<file path="src/hdl/value_rank_indexer_top_defines.svh">
// Assertion macros shared by the value rank indexer RTL.
`ifndef VALUE_RANK_INDEXER_TOP_DEFINES_SVH
`define VALUE_RANK_INDEXER_TOP_DEFINES_SVH

// The condition must never hold while out of reset.
`define VRI_ASSERT_NEVER(lbl, cond, msg) \
  lbl: assert property (@(posedge clk_i) disable iff (!rst_ni) !(cond)) else $error(msg);

// The consequent must hold in the cycle after the trigger.
`define VRI_ASSERT_NEXT(lbl, trig, cons, msg) \
  lbl: assert property (@(posedge clk_i) disable iff (!rst_ni) (trig) |=> (cons)) \
    else $error(msg);

// The consequent must hold in the same cycle as the trigger.
`define VRI_ASSERT_SAME(lbl, trig, cons, msg) \
  lbl: assert property (@(posedge clk_i) disable iff (!rst_ni) (trig) |-> (cons)) \
    else $error(msg);

`endif

</file>
<file path="src/hdl/vri_pkg.sv">
// Package with the sizes, types and state codes of the value rank indexer.
`timescale 1ns / 1ps
`default_nettype none

package vri_pkg;

  localparam int MAX_ITEMS  = 64;
  localparam int VALUE_BITS = 32;
  localparam int RANK_BITS  = $clog2(MAX_ITEMS + 1);
  localparam int IDX_BITS   = $clog2(MAX_ITEMS);

  typedef enum logic [1:0] {
    ST_LOAD,
    ST_DRAIN,
    ST_EMIT
  } vri_state_e;

  // A value traveling down the chain with its running rank.
  typedef struct packed {
    logic                  vld;
    logic [VALUE_BITS-1:0] key;
    logic [RANK_BITS-1:0]  cnt;
  } vri_pass_t;

  // Controls broadcast from the sequencer to every cell.
  typedef struct packed {
    logic shift;
    logic clear;
  } vri_ctrl_t;

endpackage

`default_nettype wire

</file>
<file path="src/hdl/vri_cell.sv">
// One compare-and-count cell of the rank chain.
`timescale 1ns / 1ps
`default_nettype none

module vri_cell
  import vri_pkg::*;
(
  input  wire logic                 clk_i,
  input  wire logic                 rst_ni,
  input  wire vri_ctrl_t            ctrl_i,
  input  wire vri_pass_t            pass_i,
  output vri_pass_t                 pass_o,
  input  wire logic [RANK_BITS-1:0] cnt_next_i,
  output logic [RANK_BITS-1:0]      cnt_o,
  output logic                      occ_o
);

  logic                  occ_q, occ_d;
  logic [VALUE_BITS-1:0] key_q, key_d;
  logic [RANK_BITS-1:0]  cnt_q, cnt_d;
  logic                  pvld_q, pvld_d;
  logic [VALUE_BITS-1:0] pkey_q, pkey_d;
  logic [RANK_BITS-1:0]  pcnt_q, pcnt_d;
  logic                  le_pass;
  logic                  le_own;

  // Stored value at or below the passing one, and the other way round.
  assign le_pass = $signed(key_q) <= $signed(pass_i.key);
  assign le_own  = $signed(pass_i.key) <= $signed(key_q);

  always_comb begin
    occ_d  = occ_q;
    key_d  = key_q;
    cnt_d  = cnt_q;
    pvld_d = 1'b0;
    pkey_d = pass_i.key;
    pcnt_d = pass_i.cnt;
    if (ctrl_i.clear) begin
      occ_d = 1'b0;
    end else if (ctrl_i.shift) begin
      cnt_d = cnt_next_i;
    end else if (pass_i.vld) begin
      if (!occ_q) begin
        // First free cell: the value settles here with its count so far.
        occ_d = 1'b1;
        key_d = pass_i.key;
        cnt_d = pass_i.cnt;
      end else begin
        pvld_d = 1'b1;
        if (le_pass) begin
          pcnt_d = pass_i.cnt + RANK_BITS'(1);
        end
        if (le_own) begin
          cnt_d = cnt_q + RANK_BITS'(1);
        end
      end
    end
  end

  always_ff @(posedge clk_i or negedge rst_ni) begin
    if (!rst_ni) begin
      occ_q  <= 1'b0;
      pvld_q <= 1'b0;
    end else begin
      occ_q  <= occ_d;
      pvld_q <= pvld_d;
    end
  end

  always_ff @(posedge clk_i) begin
    key_q  <= key_d;
    cnt_q  <= cnt_d;
    pkey_q <= pkey_d;
    pcnt_q <= pcnt_d;
  end

  assign pass_o.vld = pvld_q;
  assign pass_o.key = pkey_q;
  assign pass_o.cnt = pcnt_q;
  assign cnt_o      = cnt_q;
  assign occ_o      = occ_q;

endmodule

`default_nettype wire

</file>
<file path="config.mk">
export PLATFORM = sky130hd
export DESIGN_NAME = vri_cell
export DESIGN_NICKNAME = d
export VERILOG_FILES = /design/src/hdl/value_rank_indexer_top_defines.svh /design/src/hdl/vri_pkg.sv /design/src/hdl/vri_cell.sv
export SDC_FILE = /design/constraint.sdc
export NUM_CORES = 1
export LEC_CHECK = 0
export BUFFER_PORTS_ARGS = -buffer_cell sky130_fd_sc_hd__buf_2
export CORE_ASPECT_RATIO = 1.75
export CORE_MARGIN = 2
export CORE_UTILIZATION = 35
export DETAILED_ROUTE_END_ITERATION = 12
export MAX_ROUTING_LAYER = met4
export PLACE_DENSITY = 0.6
export SLEW_MARGIN = 25
export SYNTH_ARGS = -nofsm -noshare
export SYNTH_HDL_FRONTEND = slang
export SYNTH_SLANG_ARGS = --single-unit
</file>
<file path="constraint.sdc">
create_clock -name clk_i -period 3.5 [get_ports clk_i]
set_input_delay 0.525 -clock clk_i [delete_from_list [all_inputs] [get_ports clk_i]]
set_output_delay 0.525 -clock clk_i [all_outputs]
set_load 0.02 [all_outputs]
</file>
==> results of run 1 <==
[area by class of cell]
class | count | area, um^2
sequential | 80 | 2002
inverter | 34 | 127.6
clock buffer | 13 | 260.3
timing repair buffer | 100 | 508.0
clock inverter | 3 | 17.52
multi-input combinational | 144 | 1097
fill | 873 | 4873
tap | 120 | 150.1
[power groups by stage]
stage / clock, mW / combinational (mW) / sequential [mW]
floorplan: 0 / 0.0880 / 1.10
global placement: 0 / 0.220 / 1.07
detailed placement: 0 / 0.225 / 1.07
CTS: 0.895 / 0.227 / 1.05
global route: 0.931 / 0.250 / 1.05
finish: 0.860 / 0.222 / 1.05
[through the flow]
| step | utilization | hold slack (ps) |
|---|---|---|
| finish | 0.4607 | 317.2 |
| global route | 0.4607 | 298.3 |
| CTS | 0.4607 | 300.9 |
| detailed placement | 0.4288 | 315.3 |
| global placement | 0.4288 | 320.7 |
| floorplan | - | 229.4 |
[cells by family (layout without fill, tap and decap cells)]
logic type,count (synthesis),count (layout),synth area share
AOI/OAI and AO/OA,39,39,0.07612
xor gates and xnor gates,12,12,0.03246
adders and majority gates,34,34,0.1314
buffers and inverters,38,150,0.04521
DFF,80,80,0.6182
muxes,2,2,0.006569
and+or+nand+nor,57,57,0.09003
[Yosys cell counts, drive strengths merged (3+ instances only)]
| cell | n | area, um^2 |
|---|---|---|
| a21oi | 16 | 80.08 |
| and4 | 4 | 35.03 |
| clkbuf | 3 | 11.26 |
| dfxtp | 39 | 780.8 |
| edfxtp | 39 | 1171 |
| ha | 34 | 425.4 |
| inv | 33 | 123.9 |
| nand2 | 19 | 71.32 |
| nand3 | 7 | 35.03 |
| nand4 | 6 | 43.79 |
| nor2 | 12 | 45.04 |
| nor4 | 4 | 31.28 |
| o21ai | 13 | 65.06 |
| xnor2 | 9 | 78.83 |
| xor2 | 3 | 26.28 |
[what timing repair did]
action / in CTS / in global routing
hold buffers: 1 / 0
setup buffers: 0 / 0
hold endpoints to repair: 2 / 0
[flip-flops by register name (all words and copies together), names as in the netlist]
signal / cells
cnt_o: 7
pkey_q: 32
occ_o: 1
pvld_q: 1
key_q: 32
pcnt_q: 7
[worst register-to-register path: cells and delay by family (launching register included)]
kind	cells	cell delay (ps)
compound gates	1	540
fa+ha+maj	1	340
mux	1	390
flops	1	320
buf+inv	1	40
simple gates	5	1110
[per-layer routing]
layer / routed length [um] / track usage
met1: 2650 / 0.1591
met2: 3219 / 0.2266
met5: 0 / -
met3: 317 / 0.05082
met4: 135 / 0.06970
[final timing paths]
kind                                  from         end  slack (ps)  depth (start not counted)
worst min-delay path            pass_i[27]  pkey_q[20]         320                          1
worst max register to register   key_q[31]   pcnt_q[1]         660                          9
worst min register to register    cnt_o[0]    cnt_o[0]         750                          3
max in group asynchronous           rst_ni      pvld_q        2880                          2
worst max-delay path             key_q[31]   pcnt_q[1]         660                          9
min in group asynchronous           rst_ni       occ_o         520                          2
==> impl_metrics.yaml, run 1 <==
pwr:
  p_per_area_nw_per_um2: 511.5
  pwr-share-seq: 0.492
  swShare: 0.2330
  finalPower_mw: 2.129
  vdd_drop_max_v: 0.0002743
  p_switching_mw: 0.4961
  combPwrFrac: 0.104
  leakagePower_nw: 1.901
  pwr-share-clk: 0.404
  cellInternalPower_mw: 1.633
critical_path:
  cp_max_fo: 7
  crit_arrival_ps: 3070
  cp_top_family: "simple AND/OR/NAND/NOR gates"
  cpPeakStageDelay_ps: 540
  cp_cell_sequence: "inv_1 > ha_1 > nand4_2 > nor4_2 > and4_1 > and3_1 > nor4_1 > a2111oi_4 > mux2_2"
  path_class: "reg -> reg"
  cp_num_buf_inv: 1
  worst_ep_required_time_ps: 3730
  crit_path_start_kind: "flip-flop"
  critPathCaptureType: "flip-flop"
  cp_slowest_cell: "a2111oi_4"
synth:
  ys.flop_type: "edfxtp_1"
  seq_area_frac_synth: 0.6182
  synth_nets: 347
  synth-edff-count: 39
  ys_seq_elements: 80
  syn_area_um2: 3238
  async_reset_ff_frac: 0.02500
  avgSynthCellArea_um2: 12.36
  yosys_warnings: 0
  post_synth_num_cell_types: 33
  postSynthCellCount: 262
cts:
  clkTransAtPathRegs_ps: 60
  cts_resized: 0
  clkLatencyLatePin_ps: 330
  cts_buffers: 9
  cts_tree: "built"
  htreeDepth: 3
  cts_root_buf: "clkbuf_16"
  cts.sinks: 80
  cts_buffer_depth: 2
placed_design:
  portBuffers: 98
  place_hpwl_mm: 4.900
  post_dp_cell_area_um2: 3875
  place_ws_ps: 286.4
  gp_congestion: 0.7323
  dpl.cell_count: 477
final_layout:
  drive_gt1_frac: 0.3155
  area_growth_pct: 28.55
  fin_area_um2: 4163
  diodes: 0
  final_common_cell: "buf_2"
  fin_cells: 494
  mostFrequentLayoutCells: "buf_2 (98), edfxtp_1 (39), dfxtp_1 (39), ha_1 (34), inv_1 (33)"
  nets: 454
run_status:
  status: "finished, final reports clean"
routing:
  wl_per_cell_um: 12.80
  ant_nets: 0
  routed_wl_mm: 6.323
  drcViolationCount: 0
  drt_first_iter_violations: 67
  vias_per_cell: 4.472
  vias: 2209
  firstDrtPassIters: 4
sta:
  clock.fmax_mhz: 351.7
  worst_pin_slew_ps: 945.5
  slew_violations: 0
  min_period_ps: 2843
  slew_headroom: 0.3682
  setup_ws_ps: 656.6
  hold_violations: 0
  finalSetupViolCount: 0
  fin_skew_ps: 3.880
  rsz0062_at_grt: "no"
  fin_crit_sh: 0.8124
  tns_ps: 0
floorplanning:
  rows: 46
  dieArea_um2: 10070
  io_pins: 99
  die_h_um: 131.2
  die_width_um: 76.71
  start_util: 0.3583
  core_area_um2: 9036
hold_path:
  worst_hold_path_type: "in -> reg"
flow_run:
  maxCapViolCount: 0
global_route:
  grt_max_degree: 33
  grt_pass1_vias: 2250
  antenna_found_initial: 0
  overflow: 0
  grt_pass1_wl_mm: 10.72
  grt_util_all_layers: 0.1431
(Power assumes the default switching activity.)
==> run 2, diff against run 1 <==
PLACE_DENSITY = 0.62   (was 0.6)
clock period = 2.55 ns   (was 3.5 ns; I/O delays follow)
==> run 2 against run 1 <==
Net effect:
- the run now ends with negative setup slack left
- combinational power grew 66%
- die area stayed put
- clock power rose by 58%
- via count is 7.4% higher
- cell area grew 12%
- critical path depth rose by 2
- worst setup slack lost 660 ps
- wire length grew 6.7%
- fmax up 11%
- worst hold slack lost 140 ps
- final cell count grew 5.7%
- critical endpoint unchanged
- largest power group unchanged
- highest routed layer unchanged
==> impl_metrics.yaml, run 2 (synthesized netlist as in run 1, its figures left out) <==
run_status:
  status: "finished with violations"
  violations: "negative setup slack"
final_layout:
  fillers: 830
  final_common_cell: "buf_2"
  area.sequential_um2: 2002
  fin_cells: 522
  nets: 482
  multi_input_area_um2: 1331
  mostFrequentLayoutCells: "buf_2 (98), edfxtp_1 (39), dfxtp_1 (39), inv_1 (32), buf_4 (28)"
  drive_gt1_frac: 0.4254
  reg_top3: "key_q: 32 flops, pkey_q: 32 flops"
  area_growth_pct: 44.01
  diodes: 0
  final_util: 0.5161
placed_design:
  dpl.cell_count: 498
  portBuffers: 98
  place_ws_ps: -407.6
  place_hpwl_mm: 4.968
  gp_congestion: 0.7445
critical_path:
  cp_max_fo: 7
  cpPeakStageDelay_ps: 330
  r2r_setup_slack_ps: -1
  worstReg2RegStart: "key_q[30]"
  cp_cell_sequence: "inv_1 > ha_4 > nand4_4 > nor4_4 > and4_4 > o31a_1 > buf_4 > nor4_4 > a2111oi_4 > buf_6 > mux2_4"
  reg2reg_to: "pcnt_q[1]"
  crit_top_cell: "nor4_4"
  cp-startpoint: "key_q[30]"
  crit_path_start_kind: "flip-flop"
  r2r_cells: 11
  cp_num_buf_inv: 3
  worst_ep_required_time_ps: 2770
  crit_arrival_ps: 2780
  cp_slowest_cell: "nor4_4"
  critPathCaptureType: "flip-flop"
  cp_top_family: "simple AND/OR/NAND/NOR gates"
  path_class: "reg -> reg"
pwr:
  leakagePower_nw: 2.091
  p_per_area_nw_per_um2: 678.0
  vdd_drop_max_v: 0.0003736
  finalPower_mw: 3.162
cts:
  cts_root_buf: "clkbuf_16"
  cts.sinks: 80
  htreeDepth: 3
  cts_buffers: 9
  clkTransAtPathRegs_ps: 60
  cts_buffer_depth: 2
  clkLatencyLatePin_ps: 330
  cts_tree: "built"
global_route:
  grt_pass1_wl_mm: 11.21
  grt_max_degree: 33
  overflow: 0
  grt_util_all_layers: 0.1460
  antenna_found_initial: 0
  grt_pass1_vias: 2402
sta:
  finalSetupViolCount: 1
  hold_violations: 0
  fin_crit_sh: 1.000
  rsz0062_at_grt: "yes"
  fin_skew_ps: 6.534
  clock.fmax_mhz: 392.0
  worst_pin_slew_ps: 444.2
  min_period_ps: 2551
  setup_ws_ps: -1.096
  whs_ps: 180.9
  slew_violations: 0
  slew_headroom: 0.7039
floorplanning:
  dieArea_um2: 10070
  rows: 46
  die_width_um: 76.71
  io_pins: 99
  start_util: 0.3583
  core_area_um2: 9036
  die_h_um: 131.2
hold_path:
  holdPathStages: 1
  min_from: "pass_i[23]"
  min_delay_worst_endpoint: "pkey_q[16]"
  worst_hold_path_type: "in -> reg"
routing:
  firstDrtPassIters: 4
  drcViolationCount: 0
  vias_per_cell: 4.544
  wl_per_cell_um: 12.93
  routed_wl_mm: 6.747
  ant_nets: 0
  drt_first_iter_violations: 118
  vias: 2372
flow_run:
  maxCapViolCount: 0
run 2: changes by cell type in the layout (fill, tap and decap cells not counted), sizes merged:
| cell | previous run | this run |
|---|---|---|
| clkinvlp | 1 | 0 |
| clkinv | 3 | 1 |
| inv | 33 | 35 |
| buf | 99 | 127 |
| clkbuf | 13 | 14 |
run 2: layout make-up:
class                   count  area share
inverters                  34     0.02737
repair buffers            128      0.1548
clock buffers              14     0.06815
clock inverters             2    0.002683
well taps                 120     0.03220
flip-flops and latches     80      0.4293
multi-input cells         144      0.2855
run 2: timing repair:
action	CTS	global route
setup buffers	6	2
hold buffers	1	0
setup endpoints to repair	14	14
endpoints found under the hold margin	2	0
gates resized for setup	15	16
pin swaps	13	5
run 2: worst max-delay path by stage:
stage,endpoint,slack (ps),depth (start not counted)
floorplan,key_q[0],4,4
global placement,pcnt_q[1],-410,10
detailed placement,cnt_o[0],-410,10
CTS,pcnt_q[1],-1,10
global route,cnt_o[3],-180,12
finish,pcnt_q[1],-1,11
run 2: where the power goes:
group,switching [mW],internal (mW)
combinational,0.209,0.160
sequential,0.0244,1.41
clock,0.490,0.865
run 2: stage by stage:
stage / setup TNS, ps / cell area (um^2)
final: -1.096 / 4663
after CTS: -1.003 / 4538
after floorplan: 0 / 3243
after global routing: -2083 / 4663
after detailed placement: -4996 / 4038
after global placement: -4873 / 4038
run 2: per-layer routing:
layer,vias up,GRT usage,part of all wire
li1,1193,-,-
met1,1102,0.1696,0.43
met2,70,0.2359,0.51
met3,7,0.03503,0.046
met4,0,0.06970,0.021
met5,-,-,0
==> run 3, diff against run 2 <==
CORE_UTILIZATION = 48   (was 35)
CTS_BUF_LIST = sky130_fd_sc_hd__clkbuf_2 sky130_fd_sc_hd__clkbuf_4 sky130_fd_sc_hd__clkbuf_8   (was unset)
PLACE_DENSITY = 0.8   (was 0.62)
REMOVE_ABC_BUFFERS = 1   (was unset)
==> run 3 against run 2 <==
Net effect:
- the run still ends with negative setup slack left
- critical endpoint is now cnt_o[2]
- combinational power down 4%
- non-clock buffer count down 6
- first-iteration DRC count up 23%
- highest routed layer unchanged
- utilization up 15 points
- sequential power about the same
==> impl_metrics.yaml, run 3 (synthesized netlist as in run 1, its figures left out) <==
run_status:
  status: "finished with violations"
  violations: "negative setup slack"
sta:
  slew_violations: 0
  clock.fmax_mhz: 373.2
  finalSetupViolCount: 9
  whs_ps: 170.4
  tns_ps: -938.8
  worst_pin_slew_ps: 463.1
  rsz0062_at_grt: "yes"
  slew_headroom: 0.6899
  min_period_ps: 2680
  hold_violations: 0
  fin_skew_ps: 8.675
  setup_ws_ps: -129.7
  fin_crit_sh: 1.051
critical_path:
  critPathCaptureType: "flip-flop"
  crit_arrival_ps: 2740
  r2r_cells: 11
  cp_cell_sequence: "inv_1 > ha_4 > nand4_1 > nor4_4 > and4_4 > o31a_1 > nor2_2 > xnor2_1 > nor4_1 > nor3_1 > buf_4"
  path_class: "reg -> reg"
  crit_path_start_kind: "flip-flop"
  cp_max_fo: 5
  cp_slowest_cell: "edfxtp_1"
  cp_num_buf_inv: 2
  r2r_setup_slack_ps: -130
  worst_ep_required_time_ps: 2610
  cpPeakStageDelay_ps: 340
  reg2reg_to: "cnt_o[2]"
  cp_top_family: "simple AND/OR/NAND/NOR gates"
  worstReg2RegStart: "key_q[25]"
routing:
  vias: 2373
  wl_per_cell_um: 13.97
  drt_first_iter_violations: 145
  ant_nets: 0
  firstDrtPassIters: 4
  vias_per_cell: 4.964
  routed_wl_mm: 6.679
  drcViolationCount: 0
global_route:
  antenna_found_initial: 0
  grt_max_degree: 33
  grt_pass1_wl_mm: 10.10
  grt_pass1_vias: 2299
  overflow: 0
  grt_util_all_layers: 0.1862
placed_design:
  dpl.cell_count: 456
  gp_congestion: 0.7891
  place_ws_ps: -366.8
  portBuffers: 98
  place_hpwl_mm: 4.837
cts:
  cts_root_buf: "clkbuf_8"
  cts_buffer_depth: 2
  cts.sinks: 80
  cts_tree: "built"
  htreeDepth: 3
  clkTransAtPathRegs_ps: 80
  clkLatencyLatePin_ps: 340
  cts_buffers: 9
floorplanning:
  die_h_um: 112.7
  core_area_um2: 6539
  die_width_um: 66.09
  dieArea_um2: 7444
  rows: 39
  start_util: 0.4952
  io_pins: 99
final_layout:
  reg_top3: "key_q: 32 flops, pkey_q: 32 flops"
  drive_gt1_frac: 0.4091
  area_growth_pct: 33.96
  multi_input_area_um2: 1270
  mostFrequentLayoutCells: "buf_2 (98), edfxtp_1 (39), dfxtp_1 (39), inv_1 (31), ha_1 (25)"
  diodes: 0
  fillers: 512
  final_common_cell: "buf_2"
  fin_cells: 478
  nets: 476
  area.sequential_um2: 2002
pwr:
  p_per_area_nw_per_um2: 594.2
  leakagePower_nw: 1.976
  vdd_drop_max_v: 0.0003397
  finalPower_mw: 2.577
hold_path:
  min_from: "pass_i[7]"
  holdPathStages: 1
  min_delay_worst_endpoint: "pkey_q[0]"
  worst_hold_path_type: "in -> reg"
flow_run:
  maxCapViolCount: 0
-- run 3: cell types whose count changed in the layout (fill, tap and decap cells not counted), moves of 2 or more --
| cell | change |
|---|---|
| ha_1 | +2 |
| clkbuf_4 | +2 |
| ha_4 | -2 |
| clkbuf_8 | +8 |
| buf_4 | -5 |
| clkinv_2 | +4 |
| a21oi_2 | +2 |
| a21oi_1 | -2 |
| inv_4 | -2 |
| clkbuf_16 | -12 |
-- run 3: layout make-up --
type	instances	share of cell area
clock buffer	11	0.03202
clock inverter	5	0.005480
inverter	34	0.02942
multi-input combinational	144	0.2928
sequential	80	0.4615
tap	82	0.02365
timing repair buffer	122	0.1552
-- run 3: metrics by stage --
step	instance area [um^2]	util
6_report	4338	0.6634
3_3_place_gp	3955	0.6049
4_1_cts	4213	0.6443
5_1_grt	4338	0.6634
2_1_floorplan	3219	-
3_5_place_dp	3955	0.6049
-- run 3: layer usage --
| metal | up-vias | part of all wire | global-route usage |
|---|---|---|---|
| met4 | 0 | 0.017 | 0.09116 |
| met5 | - | 0 | - |
| li1 | 1180 | - | - |
| met3 | 6 | 0.060 | 0.05711 |
| met1 | 1099 | 0.38 | 0.1949 |
| met2 | 88 | 0.55 | 0.3100 |
-- run 3: power breakdown --
| group | leakage (nW) | switching, mW | internal, mW |
|---|---|---|---|
| sequential | 0.716 | 0.0247 | 1.41 |
| clock | 0.0911 | 0.421 | 0.366 |
| combinational | 1.17 | 0.205 | 0.150 |
-- run 3: worst max-delay path by stage --
stage,from,cells past startpoint,end
detailed placement,pass_i[21],11,pcnt_q[1]
floorplan,pass_i[21],9,cnt_o[0]
CTS,key_q[28],10,pcnt_q[1]
global placement,pass_i[34],10,pcnt_q[1]
global route,key_q[24],11,cnt_o[2]
finish,key_q[25],11,cnt_o[2]
-- run 3: worst reg2reg max path, delay by kind of cell, from the launching register on --
kind            cells  cell delay [ps]
compound gates      1              190
fa+ha+maj           1              270
simple gates        6             1160
xor+xnor            1              180
buf+inv             2              260
flops               1              340
-- run 3: timing repair --
action | in CTS | in global routing
pin swaps | 7 | 15
setup endpoints to repair | 14 | 14
resized for setup | 10 | 14
hold buffers | 1 | 0
hold endpoints to repair | 2 | 0
setup buffers | 2 | 4
